File: src/hdl/audvc_pkg.sv
// Shared types, codes and constants of the accelerating up/down value counter.
package audvc_pkg;

   localparam int VALUE_W = 32;
   localparam int RATE_W  = 16;
   localparam int OP_W    = 3;
   localparam int ADDR_W  = 3;
   localparam int DATA_W  = 32;

   // Button events
   localparam logic [OP_W-1:0] OP_MORE    = 3'd0;
   localparam logic [OP_W-1:0] OP_LESS    = 3'd1;
   localparam logic [OP_W-1:0] OP_TO_MAX  = 3'd2;
   localparam logic [OP_W-1:0] OP_TO_MIN  = 3'd3;
   localparam logic [OP_W-1:0] OP_RELEASE = 3'd4;
   localparam logic [OP_W-1:0] OP_LOAD    = 3'd5;

   // Register indexes, taken from byte address bit 2
   localparam logic REG_LOWER_LIMIT = 1'b0;
   localparam logic REG_UPPER_LIMIT = 1'b1;

   localparam logic signed [VALUE_W-1:0] LOWER_LIMIT_RESET = 32'sd0;
   localparam logic signed [VALUE_W-1:0] UPPER_LIMIT_RESET = 32'sd255;

   // Rate in 8.8 fixed point
   localparam int FRAC_BITS   = 8;
   localparam int STEP_GROWTH = 8;
   localparam int SEED_RATE   = 256 - (20 * STEP_GROWTH);
   localparam int RATE_CAP    = 16384;

   localparam logic signed [RATE_W-1:0] RATE_STEP  = RATE_W'(STEP_GROWTH);
   localparam logic signed [RATE_W-1:0] RATE_SEED  = RATE_W'(SEED_RATE);
   localparam logic signed [RATE_W-1:0] RATE_MAX   = RATE_W'(RATE_CAP);
   localparam logic signed [RATE_W-1:0] RATE_ROUND = RATE_W'((1 << FRAC_BITS) - 1);

   typedef struct packed {
      logic signed [VALUE_W-1:0] lower;
      logic signed [VALUE_W-1:0] upper;
   } limits_type;

   typedef struct packed {
      logic signed [VALUE_W-1:0] value;
      logic signed [RATE_W-1:0]  rate;
   } state_type;

endpackage

File: src/hdl/accelerating_updown_value_counter.sv
// Top level of the accelerating up/down value counter.
// Each button event item passes an input register and one step of logic into the
// result register, so one item is taken every cycle unless the result register is
// full and not taken; its result appears as the item leaves the input register.
// The held value and rate update with the result, so the next item in the input
// register always sees the state left by the one before. The user must write the
// limits through the configuration port while no item is in flight (unenforced).
module accelerating_updown_value_counter (
   input  logic                                 clock,
   input  logic                                 reset,
   input  logic                                 req_valid,
   output logic                                 req_ready,
   input  logic [audvc_pkg::OP_W-1:0]           req_op,
   input  logic signed [audvc_pkg::VALUE_W-1:0] req_start_value,
   output logic                                 rsp_valid,
   input  logic                                 rsp_ready,
   output logic signed [audvc_pkg::VALUE_W-1:0] rsp_current_value,
   output logic signed [audvc_pkg::RATE_W-1:0]  rsp_current_rate,
   input  logic                                 csr_psel,
   input  logic                                 csr_penable,
   input  logic                                 csr_pwrite,
   input  logic [audvc_pkg::ADDR_W-1:0]         csr_paddr,
   input  logic [audvc_pkg::DATA_W-1:0]         csr_pwdata,
   output logic [audvc_pkg::DATA_W-1:0]         csr_prdata,
   output logic                                 csr_pready
);
   import audvc_pkg::*;

   limits_type                  limits;
   logic                        in_valid_ff;
   logic                        in_valid_in;
   logic [OP_W-1:0]             in_op_ff;
   logic signed [VALUE_W-1:0]   in_start_ff;
   logic                        out_valid_ff;
   logic                        out_valid_in;
   state_type                   state_ff;
   state_type                   state_in;
   state_type                   state_nxt;
   logic                        advance;
   logic                        req_fire;

   audvc_csr u_csr (
      .clock       (clock),
      .reset       (reset),
      .csr_psel    (csr_psel),
      .csr_penable (csr_penable),
      .csr_pwrite  (csr_pwrite),
      .csr_paddr   (csr_paddr),
      .csr_pwdata  (csr_pwdata),
      .csr_prdata  (csr_prdata),
      .csr_pready  (csr_pready),
      .limits      (limits)
   );

   audvc_step u_step (
      .op          (in_op_ff),
      .start_value (in_start_ff),
      .limits      (limits),
      .state_cur   (state_ff),
      .state_nxt   (state_nxt)
   );

   // Move the item forward when the result register is free or being emptied
   assign advance   = in_valid_ff && (!out_valid_ff || rsp_ready);
   assign req_ready = !in_valid_ff || advance;
   assign req_fire  = req_valid && req_ready;

   always_comb begin
      in_valid_in = req_fire ? 1'b1 : (advance ? 1'b0 : in_valid_ff);
      if (advance) begin
         out_valid_in = 1'b1;
      end else if (rsp_ready) begin
         out_valid_in = 1'b0;
      end else begin
         out_valid_in = out_valid_ff;
      end
      state_in = advance ? state_nxt : state_ff;
   end

   always_ff @(posedge clock) begin
      if (reset) begin
         in_valid_ff    <= 1'b0;
         out_valid_ff   <= 1'b0;
         state_ff.value <= '0;
         state_ff.rate  <= '0;
      end else begin
         in_valid_ff  <= in_valid_in;
         out_valid_ff <= out_valid_in;
         state_ff     <= state_in;
      end
   end

   always_ff @(posedge clock) begin
      if (req_fire) begin
         in_op_ff    <= req_op;
         in_start_ff <= req_start_value;
      end
   end

   assign rsp_valid         = out_valid_ff;
   assign rsp_current_value = state_ff.value;
   assign rsp_current_rate  = state_ff.rate;

endmodule

File: src/hdl/audvc_csr.sv
// Configuration registers: lower and upper limit behind an APB-style port.
module audvc_csr (
   input  logic                          clock,
   input  logic                          reset,
   input  logic                          csr_psel,
   input  logic                          csr_penable,
   input  logic                          csr_pwrite,
   input  logic [audvc_pkg::ADDR_W-1:0]  csr_paddr,
   input  logic [audvc_pkg::DATA_W-1:0]  csr_pwdata,
   output logic [audvc_pkg::DATA_W-1:0]  csr_prdata,
   output logic                          csr_pready,
   output audvc_pkg::limits_type         limits
);
   import audvc_pkg::*;

   limits_type limits_ff;
   limits_type limits_in;
   logic       wr_en;

   assign wr_en = csr_psel && csr_penable && csr_pwrite;

   always_comb begin
      limits_in = limits_ff;
      if (wr_en) begin
         case (csr_paddr[2])
            REG_LOWER_LIMIT: limits_in.lower = csr_pwdata;
            REG_UPPER_LIMIT: limits_in.upper = csr_pwdata;
            default:         limits_in = limits_ff;
         endcase
      end
   end

   always_ff @(posedge clock) begin
      if (reset) begin
         limits_ff.lower <= LOWER_LIMIT_RESET;
         limits_ff.upper <= UPPER_LIMIT_RESET;
      end else begin
         limits_ff <= limits_in;
      end
   end

   always_comb begin
      case (csr_paddr[2])
         REG_LOWER_LIMIT: csr_prdata = limits_ff.lower;
         REG_UPPER_LIMIT: csr_prdata = limits_ff.upper;
         default:         csr_prdata = '0;
      endcase
   end

   assign csr_pready = 1'b1;
   assign limits     = limits_ff;

endmodule

File: src/hdl/audvc_step.sv
// Next value and rate for one button event.
module audvc_step (
   input  logic [audvc_pkg::OP_W-1:0]             op,
   input  logic signed [audvc_pkg::VALUE_W-1:0]   start_value,
   input  audvc_pkg::limits_type                  limits,
   input  audvc_pkg::state_type                   state_cur,
   output audvc_pkg::state_type                   state_nxt
);
   import audvc_pkg::*;

   logic signed [RATE_W-1:0]  rate_adj;
   logic signed [RATE_W-1:0]  rate_whole;
   logic signed [VALUE_W:0]   sum;
   logic signed [VALUE_W:0]   upper_x;
   logic signed [VALUE_W:0]   lower_x;
   logic signed [RATE_W-1:0]  rate_up;
   logic signed [RATE_W-1:0]  rate_dn;

   // Rate over 256, truncated toward zero
   assign rate_adj   = state_cur.rate + (state_cur.rate[RATE_W-1] ? RATE_ROUND : '0);
   assign rate_whole = rate_adj >>> FRAC_BITS;

   // Full-precision sum so it never wraps
   assign sum     = {state_cur.value[VALUE_W-1], state_cur.value}
                  + {{(VALUE_W+1-RATE_W){rate_whole[RATE_W-1]}}, rate_whole};
   assign upper_x = {limits.upper[VALUE_W-1], limits.upper};
   assign lower_x = {limits.lower[VALUE_W-1], limits.lower};
   assign rate_up = state_cur.rate + RATE_STEP;
   assign rate_dn = state_cur.rate - RATE_STEP;

   always_comb begin
      state_nxt = state_cur;
      case (op)
         OP_MORE: begin
            if (state_cur.value < limits.upper) begin
               if (state_cur.rate <= 0) begin
                  state_nxt.value = state_cur.value + 32'sd1;
                  state_nxt.rate  = RATE_SEED;
               end else if (sum > upper_x) begin
                  state_nxt.value = limits.upper;
                  state_nxt.rate  = '0;
               end else begin
                  state_nxt.value = sum[VALUE_W-1:0];
                  state_nxt.rate  = (rate_up > RATE_MAX) ? RATE_MAX : rate_up;
               end
            end
         end
         OP_LESS: begin
            if (state_cur.value > limits.lower) begin
               if (state_cur.rate >= 0) begin
                  state_nxt.value = state_cur.value - 32'sd1;
                  state_nxt.rate  = -RATE_SEED;
               end else if (sum < lower_x) begin
                  state_nxt.value = limits.lower;
                  state_nxt.rate  = '0;
               end else begin
                  state_nxt.value = sum[VALUE_W-1:0];
                  state_nxt.rate  = (rate_dn < -RATE_MAX) ? -RATE_MAX : rate_dn;
               end
            end
         end
         OP_TO_MAX: begin
            state_nxt.value = limits.upper;
            state_nxt.rate  = '0;
         end
         OP_TO_MIN: begin
            state_nxt.value = limits.lower;
            state_nxt.rate  = '0;
         end
         OP_RELEASE: begin
            state_nxt.rate = '0;
         end
         OP_LOAD: begin
            state_nxt.value = start_value;
            state_nxt.rate  = '0;
         end
         default: begin
            state_nxt = state_cur;
         end
      endcase
   end

endmodule
File: config.mk
export PLATFORM = sky130hd
export DESIGN_NAME = accelerating_updown_value_counter
export DESIGN_NICKNAME = d
export VERILOG_FILES = /design/src/hdl/audvc_pkg.sv /design/src/hdl/accelerating_updown_value_counter.sv /design/src/hdl/audvc_csr.sv /design/src/hdl/audvc_step.sv
export SDC_FILE = /design/constraint.sdc
export NUM_CORES = 1
export LEC_CHECK = 0
export ABC_AREA = 1
export BUFFER_PORTS_ARGS = -buffer_cell sky130_fd_sc_hd__buf_4
export CAP_MARGIN = 20
export CORE_MARGIN = 1.5
export CORE_UTILIZATION = 46
export DETAILED_ROUTE_END_ITERATION = 10
export SLEW_MARGIN = 20
export SYNTH_ARGS = -nofsm -noshare
export SYNTH_HDL_FRONTEND = slang
export SYNTH_SLANG_ARGS = --single-unit
File: constraint.sdc
create_clock -name clock -period 11.43 [get_ports clock]
set_clock_uncertainty 0.15 [all_clocks]
set_input_delay 2.286 -clock clock [delete_from_list [all_inputs] [get_ports clock]]
set_output_delay 2.286 -clock clock [all_outputs]
set_load 0.02 [all_outputs]
==> flow_metrics.tcl, run 1 <==
set metrics [dict create \
    status "complete, no violations" \
    drv_cap 0 \
    fin_crit_ns 8.50 \
    synth_edf_count 35 \
    htree_num_levels 4 \
    firstDrtPassIters 5 \
    min_delay_worst_endpoint "rsp_valid" \
    power.density_mw_per_mm2 132 \
    die_h_um 186 \
    cts.sinks 146 \
    ctsHoldBuffers 0 \
    port-buffer-count 153 \
    cts_tree "built" \
    ys_seq_area_share_pct 21.3 \
    postCtsResizedCells 0 \
    timing.rr.start "rsp_current_rate[15]" \
    dr.first_iter.drc_count 1704 \
    grt_pass1_vias 16000 \
    stdcell_area_mm2 0.0173 \
    rsz0062_at_grt "false" \
    antenna-diode-count 0 \
    grt_max_degree 94 \
    die_area_mm2 0.0345 \
    postCtsSetupBuffers 0 \
    synth_ff_type "dfxtp_1" \
    path_clk_slew_ns 0.06 \
    synth_cell_types 51 \
    start_kind "register" \
    yosys_warnings 0 \
    r2r_slack_ns 2.93 \
    antenna_found_initial 0 \
    ys_seq_elements 146 \
    dpl.hpwl_um 46900 \
    grt-ovfl-total 0 \
    syn_to_final_growth_pct 12.9 \
    place_congestion 1.02 \
    die_w_um 186 \
    whs_path_depth 2 \
    tightestPinTransition_ns 1.17 \
    critPathMostFrequentCell "nand2_1" \
    finalSetupViolCount 0 \
    final_hold_viol_count 0 \
    drc 0 \
    drtAntennaViolNets 0 \
    post-route-period-util_pct 74.3 \
    drive_gt1_share_pct 9.51 \
    cp_max_fo 32 \
    start_util_pct 46.9 \
    routed_wl_um 63300 \
    slowest_delay_ns 0.77 \
    hold_class "reg -> reg" \
    reg2regPathDepth 37 \
    end_kind "register" \
    cp.required_ns 11.68 \
    grt_pass1_wl_um 94900 \
    peakVddDrop_v 0.000123 \
    synth_cells 2473 \
    track_usage_pct 37.2 \
    syn-mean-instance-area_um2 6.20 \
    slew_headroom_pct 22.2 \
    cts_buffers 17 \
    clk_latency_ns 0.46 \
    synthArstFlopShare_pct 0 \
    root_buffer "clkbuf_16" \
    path_class "reg -> reg" \
    io_pins 160 \
    placed_area_mm2 0.0167 \
    num-nets-final 2811 \
    core_mm2 0.0327 \
    cp_data_arrival_time_ns 8.74 \
    vias 17400 \
    min_from "rsp_valid" \
    cts_buffer_depth 2 \
    rows 66 \
    fmax_ghz 0.118 \
    drt-vias-per-instance 5.75 \
    syn_area_mm2 0.0153 \
    r2r_end "rsp_current_rate[5]" \
    slowest_stage "nand2_2" \
    maxSlewViolCount 0 \
    setup_tns_ns 0 \
    p_leak_nw 8.42 \
    route.detailed.wl_per_inst_um 21.0 \
]
==> layer usage <==
layer	vias to the layer above	global-route usage, %	share of wire, %
met5	-	0	0
met4	0	18.7	5.0
met3	160	6.81	8.7
met2	837	56.2	42
met1	7972	50.4	44
li1	8394	-	-
==> flip-flops by register name, indices dropped and copies added (netlist names) <==
name and count:
in_valid_ff 1, rsp_valid 1, rsp_current_value 32, rsp_current_rate 13, u_csr.limits 64, in_start_ff 32, in_op_ff 3
==> worst max path at each step <==
stage | start | to
6_report | rsp_current_rate[15] | rsp_current_rate[5]
5_1_grt | rsp_current_rate[15] | rsp_current_rate[9]
4_1_cts | rsp_current_rate[15] | rsp_current_rate[5]
3_5_place_dp | rsp_current_rate[15] | rsp_current_rate[7]
3_3_place_gp | rsp_current_rate[15] | rsp_current_rate[7]
2_1_floorplan | rsp_current_rate[15] | rsp_current_value[31]
==> where the power goes <==
group          internal [mW]  switching [mW]
sequential             0.559          0.0527
combinational          0.321           0.783
clock                  0.332           0.239
==> cell families (layout without fill, tap and decap cells) <==
logic type / count (synthesis) / count (layout) / synth area share (%)
xor gates and xnor gates: 72 / 72 / 4.11
and+or+nand+nor: 1176 / 1176 / 31.9
adders and majority gates: 170 / 170 / 13.9
AOI/OAI and AO/OA: 539 / 539 / 19.0
DFF: 146 / 146 / 21.3
other: 2 / 4 / 0.0489
buffers and inverters: 368 / 470 / 9.64
==> metrics by stage <==
| step | instances | util (%) | power, mW | hold slack, ns | setup WS [ns] |
|---|---|---|---|---|---|
| after detailed placement | 2987 | 51.2 | 1.68 | 0.375 | 3.24 |
| final | 3019 | 53.0 | 2.29 | 0.372 | 2.93 |
| after floorplan | 2475 | - | 1.34 | 0.333 | 5.44 |
| after global placement | 2986 | 51.1 | 1.67 | 0.349 | 3.27 |
| after global routing | 3019 | 53.0 | 2.42 | 0.414 | 2.32 |
| after CTS | 3019 | 53.0 | 2.26 | 0.386 | 3.15 |
==> area by class of cell <==
class,instances,area [um^2]
clock buffer,23,468
timing repair buffer,171,1300
inverter,267,1000
tap,442,553
multi-input combinational,1961,10600
fill,3465,15400
sequential,146,3270
clock inverter,9,106
==> critical path, delay by kind of cell, from the launching register on <==
| family | cells | cell delay, ns |
|---|---|---|
| AND/OR/NAND/NOR | 23 | 3.50 |
| adder cells (fa/ha/maj) | 3 | 1.06 |
| AO/OA/AOI/OAI | 6 | 1.68 |
| XOR/XNOR | 2 | 0.31 |
| flip-flops | 1 | 0.76 |
| buffers and inverters | 3 | 0.94 |
==> cell usage in the layout (no fill, tap or decap), drive strengths merged, types with 68 or more instances in the layout <==
cell type / count
nand2: 718
inv: 265
o21ai: 230
nor2: 227
a21oi: 223
buf: 171
ha: 169
nand3: 143
dfxtp: 111
xor2: 68
==> cell usage after synthesis, drive strengths merged, types with 12 or more instances <==
library cell  number  area [um^2]
buf               36          231
a211oi            12         90.1
o22ai             12         75.1
ha               169         2110
a221oi            19          166
nor2             227          880
o21ai            230         1170
nand2            718         2710
dfxtp            111         2220
nor3              32          186
nand4             31          200
a21oi            223         1120
nor4              13         93.8
clkbuf            65          245
nand3            143          751
edfxtp            35         1050
xor2              68          596
a31oi             14         87.6
inv              265          995
Note: power is estimated with default switching activity, not from simulation.
==> run 2: changes to the inputs <==
==> constraint.sdc (replaced) <==
create_clock -name clock -period 7.9 [get_ports clock]
set_clock_uncertainty 0.15 [all_clocks]
set_input_delay 1.58 -clock clock [delete_from_list [all_inputs] [get_ports clock]]
set_output_delay 1.58 -clock clock [all_outputs]
set_load 0.02 [all_outputs]
==> run 2 against run 1 <==
Combinational power rose by 49%. Register-to-register slack got worse by 2.0 ns. Count of clock-buffer cells in the layout shrank 4. Wire length is essentially flat. Total power grew 47%. Sequential cell count is the same. Critical endpoint is now rsp_current_rate[14]. Global-route usage down 0.14 points. First-iteration DRC count down 2.7%. Cell area rose by 0.36%. Final cell count is 0.20% higher. Non-clock buffer count is 5 higher.
==> flow_metrics.tcl, run 2 (synthesis results as in run 1) <==
set metrics [dict create \
    timing.rr.start "rsp_current_rate[3]" \
    setup_tns_ns 0 \
    placed_area_mm2 0.0168 \
    htree_num_levels 4 \
    r2r_slack_ns 0.96 \
    cp_data_arrival_time_ns 7.15 \
    place_congestion 0.988 \
    cp_num_buf_inv 1 \
    path_clk_slew_ns 0.06 \
    min_from "rsp_valid" \
    slowest_stage "dfxtp_1" \
    grt_pass1_vias 16300 \
    nFillCells 3411 \
    p_total_mw 3.36 \
    grt_max_degree 67 \
    power.density_mw_per_mm2 193 \
    antenna_found_initial 1 \
    syn_to_final_growth_pct 13.3 \
    r2r_end "rsp_current_rate[14]" \
    cts_buffers 17 \
    num-nets-final 2816 \
    mostFrequentLayoutCell "nand2_1" \
    clk_latency_ns 0.47 \
    route.detailed.wl_per_inst_um 20.9 \
    min_delay_worst_endpoint "rsp_valid" \
    dpl.hpwl_um 47900 \
    fin_crit_ns 6.94 \
    status "complete, no violations" \
    cts_tree "built" \
    start_util_pct 46.9 \
    drt-vias-per-instance 5.80 \
    largest_reg_flops 64 \
    die_area_mm2 0.0345 \
    fin_ws_ns 0.956 \
    rows 66 \
    tightestPinTransition_ns 1.06 \
    whs_path_depth 2 \
    place_ws_ns 1.16 \
    multiInputGateArea_mm2 0.0106 \
    io_pins 160 \
    postCtsSetupBuffers 0 \
    cp_max_fo 18 \
    grt_pass1_wl_um 95100 \
    stdcell_area_mm2 0.0174 \
    regArea_mm2 0.00327 \
    postCtsResizedCells 0 \
    drtAntennaViolNets 0 \
    post-route-period-util_pct 87.9 \
    layout_common_cells "714 x nand2_1, 255 x inv_1, 223 x a21oi_1" \
    start_kind "register" \
    grt-ovfl-total 0 \
    vias 17500 \
    rsz0062_at_grt "false" \
    finish.utilization_pct 53.1 \
    critPathMostFrequentCell "nand2_1" \
    drv_cap 0 \
    routed_wl_um 63300 \
    firstDrtPassIters 6 \
    slew_headroom_pct 29.6 \
    dr.first_iter.drc_count 1658 \
    drc 0 \
    p_leak_nw 8.45 \
    core_mm2 0.0327 \
    die_w_um 186 \
    die_h_um 186 \
    cp.required_ns 8.11 \
    finalSetupViolCount 0 \
    ctsHoldBuffers 0 \
    path_class "reg -> reg" \
    cts.sinks 146 \
    reg2regPathDepth 38 \
    peakVddDrop_v 0.000165 \
    crit_family "simple AND/OR/NAND/NOR gates" \
    fmax_ghz 0.144 \
    root_buffer "clkbuf_16" \
    port-buffer-count 153 \
    hold_class "reg -> reg" \
    final_hold_viol_count 0 \
    slowest_delay_ns 0.47 \
    end_kind "register" \
    cts_buffer_depth 2 \
    track_usage_pct 37.0 \
    drive_gt1_share_pct 9.76 \
    maxSlewViolCount 0 \
]
==> run 2: worst min-delay path, cell delays in order (launching register included) <==
cell and delay [ns]:
dfxtp_1 0.32, nand2_1 0.08, a21oi_1 0.06
==> run 2: worst max-delay path by stage <==
stage                               startpoint                    end  slack, ns  cells past startpoint
final                      rsp_current_rate[3]   rsp_current_rate[14]       0.96                     38
after floorplan           rsp_current_rate[15]  rsp_current_value[31]       1.91                     36
after global routing       rsp_current_rate[3]   rsp_current_rate[14]       0.37                     38
after CTS                  rsp_current_rate[3]   rsp_current_rate[14]       1.09                     36
after global placement     rsp_current_rate[3]   rsp_current_rate[15]       1.24                     36
after detailed placement   rsp_current_rate[3]   rsp_current_rate[14]       1.16                     36
==> run 2: report_power, final <==
part / leakage [nW] / total, mW / switching (mW) / internal [mW]
registers: 1.25 / 0.881 / 0.0726 / 0.808
logic: 6.92 / 1.64 / 1.15 / 0.494
clock network: 0.283 / 0.835 / 0.363 / 0.472
==> run 2: final cells by class <==
type	instances	share of cell area, %
multi-input combinational	1961	61.1
sequential	146	18.8
timing repair buffer	176	7.79
inverter	267	5.77
tap	442	3.18
clock buffer	19	2.55
clock inverter	13	0.778
antenna	1	0.0144
==> run 2: metrics by stage <==
step	hold WS [ns]	cells
4_1_cts	0.368	3023
3_3_place_gp	0.351	2991
6_report	0.368	3025
2_1_floorplan	0.333	2475
5_1_grt	0.405	3024
3_5_place_dp	0.357	2991
==> run 2: per-layer routing <==
metal	share of wire (%)	track usage, %	routed length (um)
met5	0	0	0
met4	5.0	17.9	3150
met3	9.2	8.10	5810
met2	42	56.6	26800
met1	43	49.2	27500
